## config.mk

```make
export PLATFORM = sky130hd
export DESIGN_NAME = passcode_table_with_login
export DESIGN_NICKNAME = d
export VERILOG_FILES = /design/src/rtl/core/pcl_pkg.sv /design/src/rtl/core/passcode_table_with_login.sv /design/src/rtl/core/pcl_res_buf.sv
export SDC_FILE = /design/constraint.sdc
export NUM_CORES = 1
export LEC_CHECK = 0
export ABC_CLOCK_PERIOD_IN_PS = 7000
export BUFFER_PORTS_ARGS = -buffer_cell sky130_fd_sc_hd__buf_2
export CORE_MARGIN = 3
export CORE_UTILIZATION = 33
export CTS_CLUSTER_DIAMETER = 200
export DETAILED_ROUTE_END_ITERATION = 6
export GPL_TIMING_DRIVEN = 1
export PLACE_DENSITY = 0.62
export SYNTH_ARGS = -nofsm -noshare
export SYNTH_HDL_FRONTEND = slang
export SYNTH_HIERARCHICAL = 1
export SYNTH_SLANG_ARGS = --single-unit
```

## constraint.sdc

```tcl
create_clock -name clk -period 7 [get_ports clk]
set_input_delay 0.7 -clock clk [delete_from_list [all_inputs] [get_ports clk]]
set_output_delay 0.7 -clock clk [all_outputs]
set_load 0.01 [all_outputs]
```

## src/rtl/core/pcl_pkg.sv

```systemverilog
`default_nettype none

package pcl_pkg;

  localparam int CODE_W   = 48;
  localparam int SERIAL_W = 8;
  localparam int ENTRY_W  = CODE_W + SERIAL_W;

  localparam logic [2:0] REQ_LOGIN  = 3'd0;
  localparam logic [2:0] REQ_ADD    = 3'd1;
  localparam logic [2:0] REQ_EDIT   = 3'd2;
  localparam logic [2:0] REQ_DELETE = 3'd3;
  localparam logic [2:0] REQ_LIST   = 3'd4;
  localparam logic [2:0] REQ_LOGOUT = 3'd5;

  localparam logic [3:0] ST_GRANTED = 4'd0;
  localparam logic [3:0] ST_WRONG   = 4'd1;
  localparam logic [3:0] ST_DENIED  = 4'd2;
  localparam logic [3:0] ST_DONE    = 4'd3;
  localparam logic [3:0] ST_FULL    = 4'd4;
  localparam logic [3:0] ST_EXISTS  = 4'd5;
  localparam logic [3:0] ST_BADIDX  = 4'd6;
  localparam logic [3:0] ST_EMPTY   = 4'd7;
  localparam logic [3:0] ST_NOLOGIN = 4'd8;
  localparam logic [3:0] ST_ENTRY   = 4'd9;

  localparam logic [CODE_W-1:0]   INIT_CODE0   = 48'h393837363534;
  localparam logic [CODE_W-1:0]   INIT_CODE1   = 48'h313233353234;
  localparam logic [SERIAL_W-1:0] INIT_SERIAL0 = 8'd1;
  localparam logic [SERIAL_W-1:0] INIT_SERIAL1 = 8'd2;
  localparam logic [SERIAL_W-1:0] INIT_NEXT_SERIAL = 8'd2;
  localparam logic [3:0]          INIT_MAX_TRIES   = 4'd3;

  typedef struct packed {
    logic [2:0]        req_type;
    logic [CODE_W-1:0] code;
    logic [3:0]        user_index;
  } req_t;

  typedef struct packed {
    logic [3:0]          status;
    logic [2:0]          entry_slot;
    logic [CODE_W-1:0]   entry_code;
    logic [SERIAL_W-1:0] entry_serial;
    logic [3:0]          tries_left;
    logic [3:0]          entry_count;
    logic                last;
  } res_t;

  typedef enum logic [3:0] {
    S_INIT0,
    S_INIT1,
    S_IDLE,
    S_DECODE,
    S_SRD,
    S_SCMP,
    S_XRD,
    S_XCAP,
    S_DSH,
    S_DWR,
    S_LRD,
    S_LCAP,
    S_EMIT
  } state_t;

endpackage

`default_nettype wire

```

## src/rtl/core/passcode_table_with_login.sv

```systemverilog
// one request at a time; results leave through a one-entry output register
// login, add, edit scan: read (S_SRD) then compare (S_SCMP) per entry, up to a hit
// delete: entries above the index shift down; list: read, capture, emit per entry
// the next request is taken once the last result is in the output register
// reset: synchronous; a table load follows, no request taken meanwhile
// the table is one memory with a write port and a registered read
`default_nettype none

module passcode_table_with_login
  import pcl_pkg::*;
#(
  parameter int MAX_ENTRIES = 8
) (
  input  wire logic       clk,
  input  wire logic       rst,
  input  wire logic       req_valid,
  output logic            req_ready,
  input  wire req_t       req_data,
  output logic            res_valid,
  input  wire logic       res_ready,
  output res_t            res_data,
  input  wire logic       cfg_we,
  input  wire logic [3:0] cfg_data
);

  localparam int IW = $clog2(MAX_ENTRIES);
  localparam int CW = $clog2(MAX_ENTRIES + 1);

  state_t state, state_next;

  req_t                req_r;
  logic [3:0]          max_tries;
  logic [CW-1:0]       valid_entries, valid_entries_next;
  logic [SERIAL_W-1:0] next_serial, next_serial_next;
  logic [3:0]          failed_tries, failed_tries_next;
  logic                session_open, session_open_next;
  logic [CW-1:0]       ptr, ptr_next;
  logic [3:0]          res_status, res_status_next;
  logic [2:0]          res_slot, res_slot_next;
  logic [CODE_W-1:0]   res_code, res_code_next;
  logic [SERIAL_W-1:0] res_serial, res_serial_next;
  logic                res_last, res_last_next;

  logic [ENTRY_W-1:0] mem [MAX_ENTRIES];
  logic [ENTRY_W-1:0] rd_data;
  logic               mem_we;
  logic [IW-1:0]      mem_waddr, mem_raddr;
  logic [ENTRY_W-1:0] mem_wdata;

  logic                push_valid, push_ready;
  res_t                push_data;

  logic [CODE_W-1:0]   rd_code;
  logic [SERIAL_W-1:0] rd_serial;
  logic [CW-1:0]       ptr_inc, idx_slot;
  logic                scan_end, is_hit, tbl_empty, tbl_full, bad_idx, shift_more;
  logic [3:0]          fail_inc;
  logic                deny;
  logic [SERIAL_W-1:0] add_serial;

  assign req_ready  = (state == S_IDLE);
  assign rd_code    = rd_data[ENTRY_W-1:SERIAL_W];
  assign rd_serial  = rd_data[SERIAL_W-1:0];
  assign ptr_inc    = ptr + CW'(1);
  assign idx_slot   = CW'(req_r.user_index - 4'd1);
  assign scan_end   = (ptr >= valid_entries);
  assign is_hit     = (rd_code == req_r.code)
                      && !((req_r.req_type == REQ_EDIT) && (ptr == idx_slot));
  assign tbl_empty  = (valid_entries == '0);
  assign tbl_full   = (valid_entries >= CW'(MAX_ENTRIES));
  assign bad_idx    = (req_r.user_index == 4'd0)
                      || (8'(req_r.user_index) > 8'(valid_entries));
  assign shift_more = ((CW+1)'(ptr) + (CW+1)'(1)) < (CW+1)'(valid_entries);
  assign fail_inc   = failed_tries + 4'd1;
  assign deny       = (fail_inc >= max_tries) || (fail_inc == 4'd0);
  assign add_serial = next_serial + SERIAL_W'(1);

  // table memory
  always_ff @(posedge clk) begin
    if (mem_we) begin
      mem[mem_waddr] <= mem_wdata;
    end
    rd_data <= mem[mem_raddr];
  end

  // next state
  always_comb begin
    state_next = state;
    unique case (state)
      S_INIT0: state_next = S_INIT1;
      S_INIT1: state_next = S_IDLE;
      S_IDLE: begin
        if (req_valid) state_next = S_DECODE;
      end
      S_DECODE: begin
        case (req_r.req_type)
          REQ_LOGIN: state_next = S_SRD;
          REQ_ADD: begin
            if (!session_open || tbl_full) state_next = S_EMIT;
            else state_next = S_SRD;
          end
          REQ_EDIT: begin
            if (!session_open || tbl_empty || bad_idx) state_next = S_EMIT;
            else state_next = S_SRD;
          end
          REQ_DELETE: begin
            if (!session_open || tbl_empty || bad_idx) state_next = S_EMIT;
            else state_next = S_XRD;
          end
          REQ_LIST: begin
            if (!session_open || tbl_empty) state_next = S_EMIT;
            else state_next = S_LRD;
          end
          REQ_LOGOUT: state_next = S_EMIT;
          default: state_next = S_IDLE;
        endcase
      end
      S_SRD: begin
        if (!scan_end) state_next = S_SCMP;
        else if (req_r.req_type == REQ_EDIT) state_next = S_XRD;
        else state_next = S_EMIT;
      end
      S_SCMP: begin
        if (is_hit) state_next = S_EMIT;
        else state_next = S_SRD;
      end
      S_XRD: state_next = S_XCAP;
      S_XCAP: begin
        if (req_r.req_type == REQ_DELETE) state_next = S_DSH;
        else state_next = S_EMIT;
      end
      S_DSH: begin
        if (shift_more) state_next = S_DWR;
        else state_next = S_EMIT;
      end
      S_DWR: state_next = S_DSH;
      S_LRD: state_next = S_LCAP;
      S_LCAP: state_next = S_EMIT;
      S_EMIT: begin
        if (push_ready) state_next = res_last ? S_IDLE : S_LRD;
      end
      default: state_next = S_IDLE;
    endcase
  end

  // datapath and table control
  always_comb begin
    valid_entries_next = valid_entries;
    next_serial_next   = next_serial;
    failed_tries_next  = failed_tries;
    session_open_next  = session_open;
    ptr_next           = ptr;
    res_status_next    = res_status;
    res_slot_next      = res_slot;
    res_code_next      = res_code;
    res_serial_next    = res_serial;
    res_last_next      = res_last;
    mem_we             = 1'b0;
    mem_waddr          = ptr[IW-1:0];
    mem_wdata          = rd_data;
    mem_raddr          = ptr[IW-1:0];
    push_valid         = 1'b0;

    unique case (state)
      S_INIT0: begin
        mem_we    = 1'b1;
        mem_waddr = IW'(0);
        mem_wdata = {INIT_CODE0, INIT_SERIAL0};
      end
      S_INIT1: begin
        mem_we    = 1'b1;
        mem_waddr = IW'(1);
        mem_wdata = {INIT_CODE1, INIT_SERIAL1};
      end
      S_IDLE: ;
      S_DECODE: begin
        ptr_next        = '0;
        res_slot_next   = 3'd0;
        res_code_next   = '0;
        res_serial_next = '0;
        res_last_next   = 1'b1;
        res_status_next = ST_NOLOGIN;
        case (req_r.req_type)
          REQ_ADD: begin
            if (session_open) res_status_next = ST_FULL;
          end
          REQ_EDIT, REQ_DELETE: begin
            if (session_open) res_status_next = tbl_empty ? ST_EMPTY : ST_BADIDX;
          end
          REQ_LIST: begin
            if (session_open) res_status_next = ST_EMPTY;
          end
          REQ_LOGOUT: begin
            if (session_open) begin
              session_open_next = 1'b0;
              res_status_next   = ST_DONE;
            end
          end
          default: ;
        endcase
      end
      S_SRD: begin
        if (scan_end) begin
          case (req_r.req_type)
            REQ_LOGIN: begin
              failed_tries_next = deny ? 4'd0 : fail_inc;
              res_status_next   = deny ? ST_DENIED : ST_WRONG;
            end
            REQ_ADD: begin
              mem_we             = 1'b1;
              mem_waddr          = valid_entries[IW-1:0];
              mem_wdata          = {req_r.code, add_serial};
              next_serial_next   = add_serial;
              valid_entries_next = valid_entries + CW'(1);
              res_status_next    = ST_DONE;
              res_slot_next      = 3'(valid_entries);
              res_serial_next    = add_serial;
            end
            default: ;
          endcase
        end
      end
      S_SCMP: begin
        if (is_hit) begin
          if (req_r.req_type == REQ_LOGIN) begin
            session_open_next = 1'b1;
            failed_tries_next = 4'd0;
            res_status_next   = ST_GRANTED;
            res_slot_next     = 3'(ptr);
            res_serial_next   = rd_serial;
          end else begin
            res_status_next   = ST_EXISTS;
          end
        end else begin
          ptr_next = ptr_inc;
        end
      end
      S_XRD: begin
        mem_raddr = idx_slot[IW-1:0];
      end
      S_XCAP: begin
        res_status_next = ST_DONE;
        res_slot_next   = 3'(idx_slot);
        res_serial_next = rd_serial;
        ptr_next        = idx_slot;
        if (req_r.req_type == REQ_EDIT) begin
          mem_we    = 1'b1;
          mem_waddr = idx_slot[IW-1:0];
          mem_wdata = {req_r.code, rd_serial};
        end
      end
      S_DSH: begin
        mem_raddr = ptr_inc[IW-1:0];
        if (!shift_more) valid_entries_next = valid_entries - CW'(1);
      end
      S_DWR: begin
        mem_we   = 1'b1;
        ptr_next = ptr_inc;
      end
      S_LRD: ;
      S_LCAP: begin
        res_status_next = ST_ENTRY;
        res_slot_next   = 3'(ptr);
        res_code_next   = rd_code;
        res_serial_next = rd_serial;
        res_last_next   = (ptr_inc == valid_entries);
      end
      S_EMIT: begin
        push_valid = 1'b1;
        if (push_ready && !res_last) ptr_next = ptr_inc;
      end
      default: ;
    endcase
  end

  always_comb begin
    push_data.status       = res_status;
    push_data.entry_slot   = res_slot;
    push_data.entry_code   = res_code;
    push_data.entry_serial = res_serial;
    push_data.tries_left   = (max_tries > failed_tries) ? (max_tries - failed_tries) : 4'd0;
    push_data.entry_count  = 4'(valid_entries);
    push_data.last         = res_last;
  end

  always_ff @(posedge clk) begin
    if (rst) begin
      state         <= S_INIT0;
      max_tries     <= INIT_MAX_TRIES;
      valid_entries <= CW'(2);
      next_serial   <= INIT_NEXT_SERIAL;
      failed_tries  <= 4'd0;
      session_open  <= 1'b0;
    end else begin
      state         <= state_next;
      valid_entries <= valid_entries_next;
      next_serial   <= next_serial_next;
      failed_tries  <= failed_tries_next;
      session_open  <= session_open_next;
      if (cfg_we) max_tries <= cfg_data;
    end
  end

  always_ff @(posedge clk) begin
    if (req_valid && req_ready) req_r <= req_data;
    ptr        <= ptr_next;
    res_status <= res_status_next;
    res_slot   <= res_slot_next;
    res_code   <= res_code_next;
    res_serial <= res_serial_next;
    res_last   <= res_last_next;
  end

  pcl_res_buf u_res_buf (
    .clk        (clk),
    .rst        (rst),
    .push_valid (push_valid),
    .push_ready (push_ready),
    .push_data  (push_data),
    .res_valid  (res_valid),
    .res_ready  (res_ready),
    .res_data   (res_data)
  );

  a_count_bound: assert property (@(posedge clk) disable iff (rst)
    valid_entries <= CW'(MAX_ENTRIES))
    else $error("entry count above table size");

  a_last_ends: assert property (@(posedge clk) disable iff (rst)
    state == S_EMIT && push_ready && res_last |=> state == S_IDLE)
    else $error("final result did not end the request");

  a_logout_only: assert property (@(posedge clk) disable iff (rst)
    !$past(rst) && $fell(session_open) |->
      $past(state) == S_DECODE && $past(req_r.req_type) == REQ_LOGOUT)
    else $error("session closed without logout");

endmodule

`default_nettype wire

```

## src/rtl/core/pcl_res_buf.sv

```systemverilog
`default_nettype none

module pcl_res_buf
  import pcl_pkg::*;
(
  input  wire logic clk,
  input  wire logic rst,
  input  wire logic push_valid,
  output logic      push_ready,
  input  wire res_t push_data,
  output logic      res_valid,
  input  wire logic res_ready,
  output res_t      res_data
);

  logic full;
  res_t data;

  assign push_ready = !full || res_ready;
  assign res_valid  = full;
  assign res_data   = data;

  always_ff @(posedge clk) begin
    if (rst) begin
      full <= 1'b0;
    end else if (push_ready) begin
      full <= push_valid;
    end
  end

  always_ff @(posedge clk) begin
    if (push_valid && push_ready) begin
      data <= push_data;
    end
  end

endmodule

`default_nettype wire
```

# After elaboration in Yosys (flattened, before gate mapping)
# Memory sizes are Yosys's and may differ from the RTL's. A register that Yosys moved wholly into a read port is not among the register bits.
# Index checks and enable logic that the tools add are counted.
# totals
wordCells	180
input_bits	64
reg_bits	221
output_inout_bits	74
memories	1
ramBits	448
# mem_list
memory	depth	word_bits	rd	rd_clocked_by_memory_dff	write_ports	line	text
mem	8	56	1	1	1	passcode_table_with_login.sv:44	logic [ENTRY_W-1:0] mem [MAX_ENTRIES];
# op_classes
n_lt_le_gt_ge	6
addsub	8
n_reduce_logical	39
eq_ne	32
muxes	71
# ops
op	count
$pmux 56 s4	1
$mux 56	3
$mux 4	25
$pmux 48 s2	1
$eq 48x48->1	1
$pmux 4 s12	1
$pmux 4 s5	2
$mux 3	11
$mux 8	4
$pmux 8 s4	1
$pmux 4 s2	3
$pmux 4 s6	1
$ne 2x2->1 const B	11
$eq 4x4->1 const B	5
$eq 4x3->1 const B	4
$logic_not 4->1	4
$pmux 4 s4	1
$pmux 3 s5	1
$reduce_and 5->1	3
$add 4x1->4 const B	3
$pmux 3 s4	1
$reduce_and 4->1	3
$mux 1	10
$reduce_bool 5->1	2
29 further kinds	54

# Logic depth before layout (Yosys ltp)
# Gate-level depths: netlist (run 1).
# logic_depth
ltp_word	7
ltp_mapped	10
depth_no_buf	9

# Hierarchy
# Netlist (run 1), hierarchy kept.
# modules_own_cells
mod	area_per_inst_um2	seq_area_each_um2	cells_each	instances
passcode_table_with_login	26422.8	18768.0	1957	1
pcl_res_buf	2217.1	2182.1	77	1

# Worst setup path after synthesis (run 1)
# No wires, ideal clock.
# synth_timing
kind	register -> register
start	reg ptr[0]
end	mem mem[1][0] (netlist name), enable pin
stages_incl_launch_ff	10
required_time_ns	6.461
path_buffers	1
setup_time_ns	0.539
setup_slack_ns	0.376
t_arrival_ns	6.085
period_less_slack_ns	6.624
path_cell_list	edfxtp_1 -> clkbuf_1 -> inv_1 -> ha_1 -> nand2b_1 -> a211o_1 -> a21o_1 -> a31o_2 -> or2_2 -> nor3_1
# synth_between
elab_chain_len	5
word_cells_on_any_way	9
cone_classes	1 x order compare; 8 x mux
# synth_rtl
element	line	text
start, declared	passcode_table_with_login.sv:37	logic [CW-1:0] ptr, ptr_next;
start signal, assigned	passcode_table_with_login.sv:306	ptr <= ptr_next;
$ge 4x4->1	passcode_table_with_login.sv:66	assign scan_end = (ptr >= valid_entries);
$mux 1	passcode_table_with_login.sv:203	if (scan_end) begin
$pmux 1 s3	passcode_table_with_login.sv:164	unique case (state)
$mux 1	passcode_table_with_login.sv:80	if (mem_we) begin
$mux 1 (not written as such)	passcode_table_with_login.sv:81	mem[mem_waddr] <= mem_wdata;
end, declared	passcode_table_with_login.sv:44	
# Parallel ways exist; a longest one is shown, timed or not.

# Worst setup path in the final report (run 1)
# layout_timing
start	reg state[2]
end	mem mem[5][21] (netlist name), enable pin
# layout_between
elab_chain_len	5
word_cells_on_any_way	10
cone_classes	4 x eq/ne; 4 x mux; 2 x reduce/logical
# layout_rtl
element	line	text
start, declared	passcode_table_with_login.sv:29	state_t state, state_next;
start signal, assigned	passcode_table_with_login.sv:295	state <= state_next;
$eq 4x1->1 (tied with other cells)	passcode_table_with_login.sv:164	
$reduce_or 3->1 (no source line)	n/a	
$pmux 1 s3	passcode_table_with_login.sv:164	
$mux 1	passcode_table_with_login.sv:80	
$mux 1 (not written as such)	passcode_table_with_login.sv:81	
# Parallel ways exist; a longest one is shown, timed or not.

==> reports/results.ini, run 1 <==
[run_status]
status=completed

[power]
peakVddDrop_mv=0.2858
total_power_w=0.01209
switchingPower_w=0.003523
p_clk_share_pct=31.2
comb_power_share_pct=17.9
swShare_pct=29.14
pwr-share-seq_pct=50.8
p_int_w=0.008568
p_leak_nw=11.33
power.density_nw_per_um2=368.4

[timing]
rsz0062_at_grt=false
hold_viol=0
max_freq_ghz=0.2243
fin_crit_ns=4.457
holdWs_ns=0.2487
final-setup-viol-count=0
fin_skew_ns=0.03012
setup_tns_ns=0
slew_headroom_pct=17.34
maxSlewViolCount=0
tightestPinTransition_ns=1.237
post-route-period-util_pct=63.68

[critical_path]
cp_slowest_cell=dfxtp_1
worstPathCellList=nor2b_1, nand2_1, a211oi_1, o21ai_0, a211oi_1, and2_2, buf_4
end_kind=flop
crit_type=flop to flop
required_ns=7.24
critPathLaunchType=flop
critPathMaxFanout=32
cp.arrival_ns=4.70
worst_path_most_repeated_cell=a211oi_1
cp_slowest_stage_delay_ns=0.78

[clocking]
numClockSinks=725
clk_latency_ns=0.63
max-clock-path-buffers=3
hold_buffers=0
post_cts_buffers=0
cts-buffers-inserted=72
cts.clk_slew.worst_paths_ns=0.06
htree_levels=3
tritoncts=built
cts_resized=0
clock_tree.root_cell=clkbuf_16

[cells_and_area]
design_area_um2=32820
drive_above_1_share_pct=13.41
nNetsFinal=2256
area_growth_pct=14.60
fillers=7940
antenna_cells=0

[route]
first_iter_violations=2050
drtAntennaViolNets=0
avgViaCountPerCell=5.216
drt_pre_antenna_iters=6
vias=17560
wirelength_mm=73.45
wl_per_cell_um=21.82
drc=0

[floorplan]
core_area_um2=85550
dieArea_um2=90360
die_h_um=300.6
row_count=107
die_w_um=300.6
start_util_pct=33.48
io_pins=138

[grt]
grt_max_degree=177
overflow=0
grt_pass1_wl_mm=110.0
grt_pass1_vias=17280
antenna_found_initial=2
gr-usage-all-layers_pct=16.06

[yosys]
yosys_register_bits=725
async_flop_share_pct=0
synth_largest_area_cell=edfxtp_1
synth_edf_count=643
yosysTopAreaCellShare_pct=67.42
syn_area_um2=28640
yosysMostFrequentCell=edfxtp_1
synth_nets=2127
synth_commonest_cells=edfxtp_1 (643), nand2_1 (396), nand3_1 (143)
ys_types=71
synthFlopType=edfxtp_1
synthCells=2034
synthTopCellsByArea=edfxtp_1 (67%), dfxtp_1 (5.7%), nand2_1 (5.2%)
syn_avg_cell_area_um2=14.08
ys_warn_count=6
ys_seq_area_share_pct=73.15

[place]
placed_cell_area_um2=30510
place_congestion=0.9402
io_buffers=137
dpl.hpwl_mm=42.73

[flow_run]
cap_violations=0

[worst_hold_path]
hold_path.class=input pin to flop

==> logic make-up (layout without fill, tap and decap cells) <==
family	count (synthesis)	after routing	share of synthesized area [%]
flip-flops	725	725	73.15
XOR/XNOR	72	72	2.250
buffers and inverters	132	320	2.333
AND/OR/NAND/NOR	786	786	12.71
multiplexers	60	60	2.101
AO/OA/AOI/OAI	230	230	6.138
adder cells (fa/ha/maj)	29	29	1.319
==> final timing paths <==
kind,start,end,slack (ns),cells after the start
setup / recovery,state[2],mem[5][21],2.54,7
hold / removal,req_data[18],req_r[18],0.25,1
setup reg to reg,state[2],mem[5][21],2.54,7
hold reg to reg,res_status[2],u_res_buf/res_data[70],0.42,0
==> critical path, delay by kind of cell, from the launching register on <==
family | cells | cell delay, ns
AOI/OAI and AO/OA | 3 | 1.24
and+or+nand+nor | 3 | 1.43
buffers and inverters | 1 | 0.61
DFF | 1 | 0.78
==> metrics by stage <==
step,worst slack (ns),std cells,utilization (%)
CTS,2.674,3366,38.37
finish,2.543,3366,38.37
detailed placement,2.702,3233,35.67
global route,2.363,3366,38.37
global placement,2.698,3233,35.67
floorplan,0.3761,2034,-
==> power groups by stage <==
stage          sequential (W)  combinational, W  clock, W
2_1_floorplan         0.00614           0.00141         0
3_3_place_gp          0.00620           0.00211         0
3_5_place_dp          0.00622           0.00217         0
4_1_cts               0.00614           0.00218   0.00386
5_1_grt               0.00620           0.00237   0.00402
6_report              0.00615           0.00217   0.00378
==> metal layers <==
metal  GRT usage (%)  wire [µm]  vias up
met5               0          0        -
met1           22.58      31380     8770
met2           25.49      33860      834
met3           3.331       6551      130
met4           4.011       1657        0
li1                -          -     7823
==> placed cells by master, fill, tap and decap left out, types with 12 or more instances in the layout <==
| master | n |
|---|---|
| xnor2_1 | 64 |
| buf_4 | 22 |
| and3_1 | 58 |
| ha_1 | 27 |
| and2_1 | 52 |
| nand3_1 | 143 |
| a32oi_1 | 58 |
| nand4_1 | 16 |
| nor3_1 | 13 |
| nand2_1 | 396 |
| dfxtp_1 | 82 |
| a22o_1 | 24 |
| buf_2 | 137 |
| edfxtp_1 | 643 |
| clkinv_1 | 12 |
| nor2_1 | 51 |
| a221o_1 | 14 |
| a21o_1 | 13 |
| clkinv_2 | 13 |
| clkbuf_16 | 73 |
| clkbuf_1 | 19 |
| o21ai_0 | 32 |
| a21oi_1 | 25 |
| mux2i_1 | 59 |
| inv_1 | 25 |
==> registers in the layout, summed over array words and instances, names as in the netlist <==
register and count:
failed_tries 4, u_res_buf/res_valid 1, res_status 4, ptr 4, res_last 1, u_res_buf/res_data 72, res_code 48, res_slot 3
next_serial 8, rd_data 56, max_tries 4, valid_entries 4, res_serial 8, mem 448, req_r 55, state 4
session_open 1
==> final cells by class <==
| class | instances | area [µm²] | area share [%] |
|---|---|---|---|
| Clock buffer | 96 | 1953 | 5.951 |
| Clock inverter | 37 | 356.6 | 1.086 |
| Inverter | 25 | 93.84 | 0.2859 |
| Multi-Input combinational cell | 1177 | 7126 | 21.71 |
| Sequential cell | 725 | 20950 | 63.83 |
| Tap cell | 1144 | 1431 | 4.361 |
| Timing Repair Buffer | 162 | 910.9 | 2.775 |
No activity file was read; power rests on OpenSTA's default activity.
==> inputs of run 2 (changes only) <==
--- a/config.mk
+++ b/config.mk
@@ -5,7 +5,8 @@
 export SDC_FILE = /design/constraint.sdc
 export NUM_CORES = 1
 export LEC_CHECK = 0
-export ABC_CLOCK_PERIOD_IN_PS = 7000
+export ABC_AREA = 1
+export ABC_CLOCK_PERIOD_IN_PS = 4100
 export BUFFER_PORTS_ARGS = -buffer_cell sky130_fd_sc_hd__buf_2
 export CORE_MARGIN = 3
 export CORE_UTILIZATION = 33
==> constraint.sdc (replaced) <==
create_clock -name clk -period 4.1 [get_ports clk]
set_input_delay 0.41 -clock clk [delete_from_list [all_inputs] [get_ports clk]]
set_output_delay 0.41 -clock clk [all_outputs]
set_load 0.01 [all_outputs]
==> reports/results.ini, run 2 <==
[yosys]
ys_warn_count=6
synth_top_family_by_area=simple AND/OR/NAND/NOR gates
async_flop_share_pct=0
synthCells=2821
yosysTopAreaCellShare_pct=63.25
yosys_register_bits=725
synth_edf_count=643
synth_commonest_cells=nand2_1 (706), edfxtp_1 (643), inv_1 (518)
synthTopCellsByArea=edfxtp_1 (63%), nand2_1 (8.7%), inv_1 (6.4%)
synthXorXnorAreaFrac_pct=0.4877
synth_largest_area_cell=edfxtp_1
syn_avg_cell_area_um2=10.82
synthFlopType=edfxtp_1
yosys.area_share.simple_pct=13.30
ys_types=45
synth_compound_area_share_pct=8.053
syn_area_um2=30530
yosysMostFrequentCell=nand2_1
ys_seq_area_share_pct=68.62
synth_nets=2914
synthAdderAreaFrac_pct=1.238
synth.area.mux_share_pct=0

[floorplan]
row_count=110
start_util_pct=33.61
die_h_um=310.2
dieArea_um2=96200
io_pins=138
die_w_um=310.2
core_area_um2=90840

[critical_path]
critPathMaxFanout=21
cp.depth=10
path_buf_inv=2
required_ns=4.36
end_kind=flop
crit_end=mem[4][15]
crit_type=flop to flop
cp_top_family=simple AND/OR/NAND/NOR gates
startpoint=state[1]
worstPathCellList=nand2_1, nor2_4, nor2_2, inv_2, nor2_4, nor2_1, o21bai_1, nand2_1, nor2_4, buf_4
reg2reg_to=mem[4][15]
cp_slowest_stage_delay_ns=0.62
r2r-start=state[1]
ff2ff_path_depth=10
worst_path_most_repeated_cell=nor2_4
rrSetupSlack_ns=0.37
critPathLaunchType=flop
cp_slowest_cell=nor2_2
cp.arrival_ns=3.99

[timing]
tightestPinTransition_ns=1.104
max_freq_ghz=0.2682
setup_tns_ns=0
rsz0062_at_grt=false
maxSlewViolCount=0
final-setup-viol-count=0
fin_skew_ns=0.02016
hold_viol=0
slew_headroom_pct=26.42
fin_crit_ns=3.728
holdWs_ns=0.03803
post-route-period-util_pct=90.94

[route]
drtAntennaViolNets=0
drt_pre_antenna_iters=5
vias=20240
wl_per_cell_um=18.08
first_iter_violations=1683
drc=0
avgViaCountPerCell=4.722
wirelength_mm=77.50

[run_status]
status=completed

[cells_and_area]
final_cell_mix=nand2_1 (705), edfxtp_1 (643), inv_1 (518)
area_growth_pct=18.48
utilization_pct=39.82
nNetsFinal=3140
largest-register=mem
antenna_cells=0
drive_above_1_share_pct=11.76
largest_register_ffs=448
final_common_cell=nand2_1

[grt]
antenna_found_initial=0
grt_max_degree=115
overflow=0
gr-usage-all-layers_pct=15.97
grt_pass1_vias=19390
grt_pass1_wl_mm=116.3

[power]
total_power_w=0.02798
p_leak_nw=14.86
peakVddDrop_mv=0.5507
power.density_nw_per_um2=773.5

[clocking]
clk_latency_ns=0.62
htree_levels=3
max-clock-path-buffers=3
tritoncts=built
numClockSinks=725
clock_tree.root_cell=clkbuf_16
cts_resized=0
cts-buffers-inserted=77
cts.clk_slew.worst_paths_ns=0.06

[place]
place_congestion=0.8680
io_buffers=137
dpl.hpwl_mm=47.72

[worst_hold_path]
hold_path.class=input pin to flop

[flow_run]
cap_violations=0

[run 2: how the worst min path moves through the flow]
stage,start,end,slack (ns),cells past startpoint
after floorplan,res_serial[1],u_res_buf/res_data[10],0.40,0
after global placement,res_slot[2],u_res_buf/res_data[67],0.40,0
after detailed placement,res_code[31],u_res_buf/res_data[48],0.40,0
after CTS,cfg_we,max_tries[1],0.003,2
after global routing,cfg_we,max_tries[1],0.03,2
final,cfg_we,max_tries[1],0.04,2
[run 2: timing repair]
item	in CTS	in global routing
hold endpoints to repair	57	0
hold buffers	57	0
buffers inserted	0	0
[run 2: through the flow]
stage / setup slack [ns] / cells / area, µm²
global placement: 0.4928 / 4087 / 32960
CTS: 0.4214 / 4287 / 36170
global route: 0.1519 / 4287 / 36170
finish: 0.3715 / 4287 / 36170
detailed placement: 0.4450 / 4087 / 32960
floorplan: -0.6197 / 2821 / 30540
[run 2: layout make-up]
cell class	instances	area, µm²
flip-flops and latches	725	20950
fillers	8575	54660
repair buffers	255	1939
clock inverters	36	444.2
clock buffers	107	2202
well taps	1176	1471
multi-input cells	1459	7178
inverters	529	1987
[run 2: kinds of logic after synthesis]
kind of cell,Yosys count
fa+ha+maj,29
xor+xnor,17
flops,725
compound gates,390
buf+inv,637
simple gates,1023
[run 2: report_power, final]
| part | switching, W | internal (W) |
|---|---|---|
| registers | 0.000613 | 0.0114 |
| logic | 0.00646 | 0.00229 |
| clock network | 0.00287 | 0.00434 |
[run 2: layer usage]
metal	routed length (µm)	vias up	GRT usage [%]
met1	35300	9653	22.37
met4	1455	0	3.949
li1	-	9803	-
met5	0	-	0
met2	34480	680	25.17
met3	6266	107	3.675
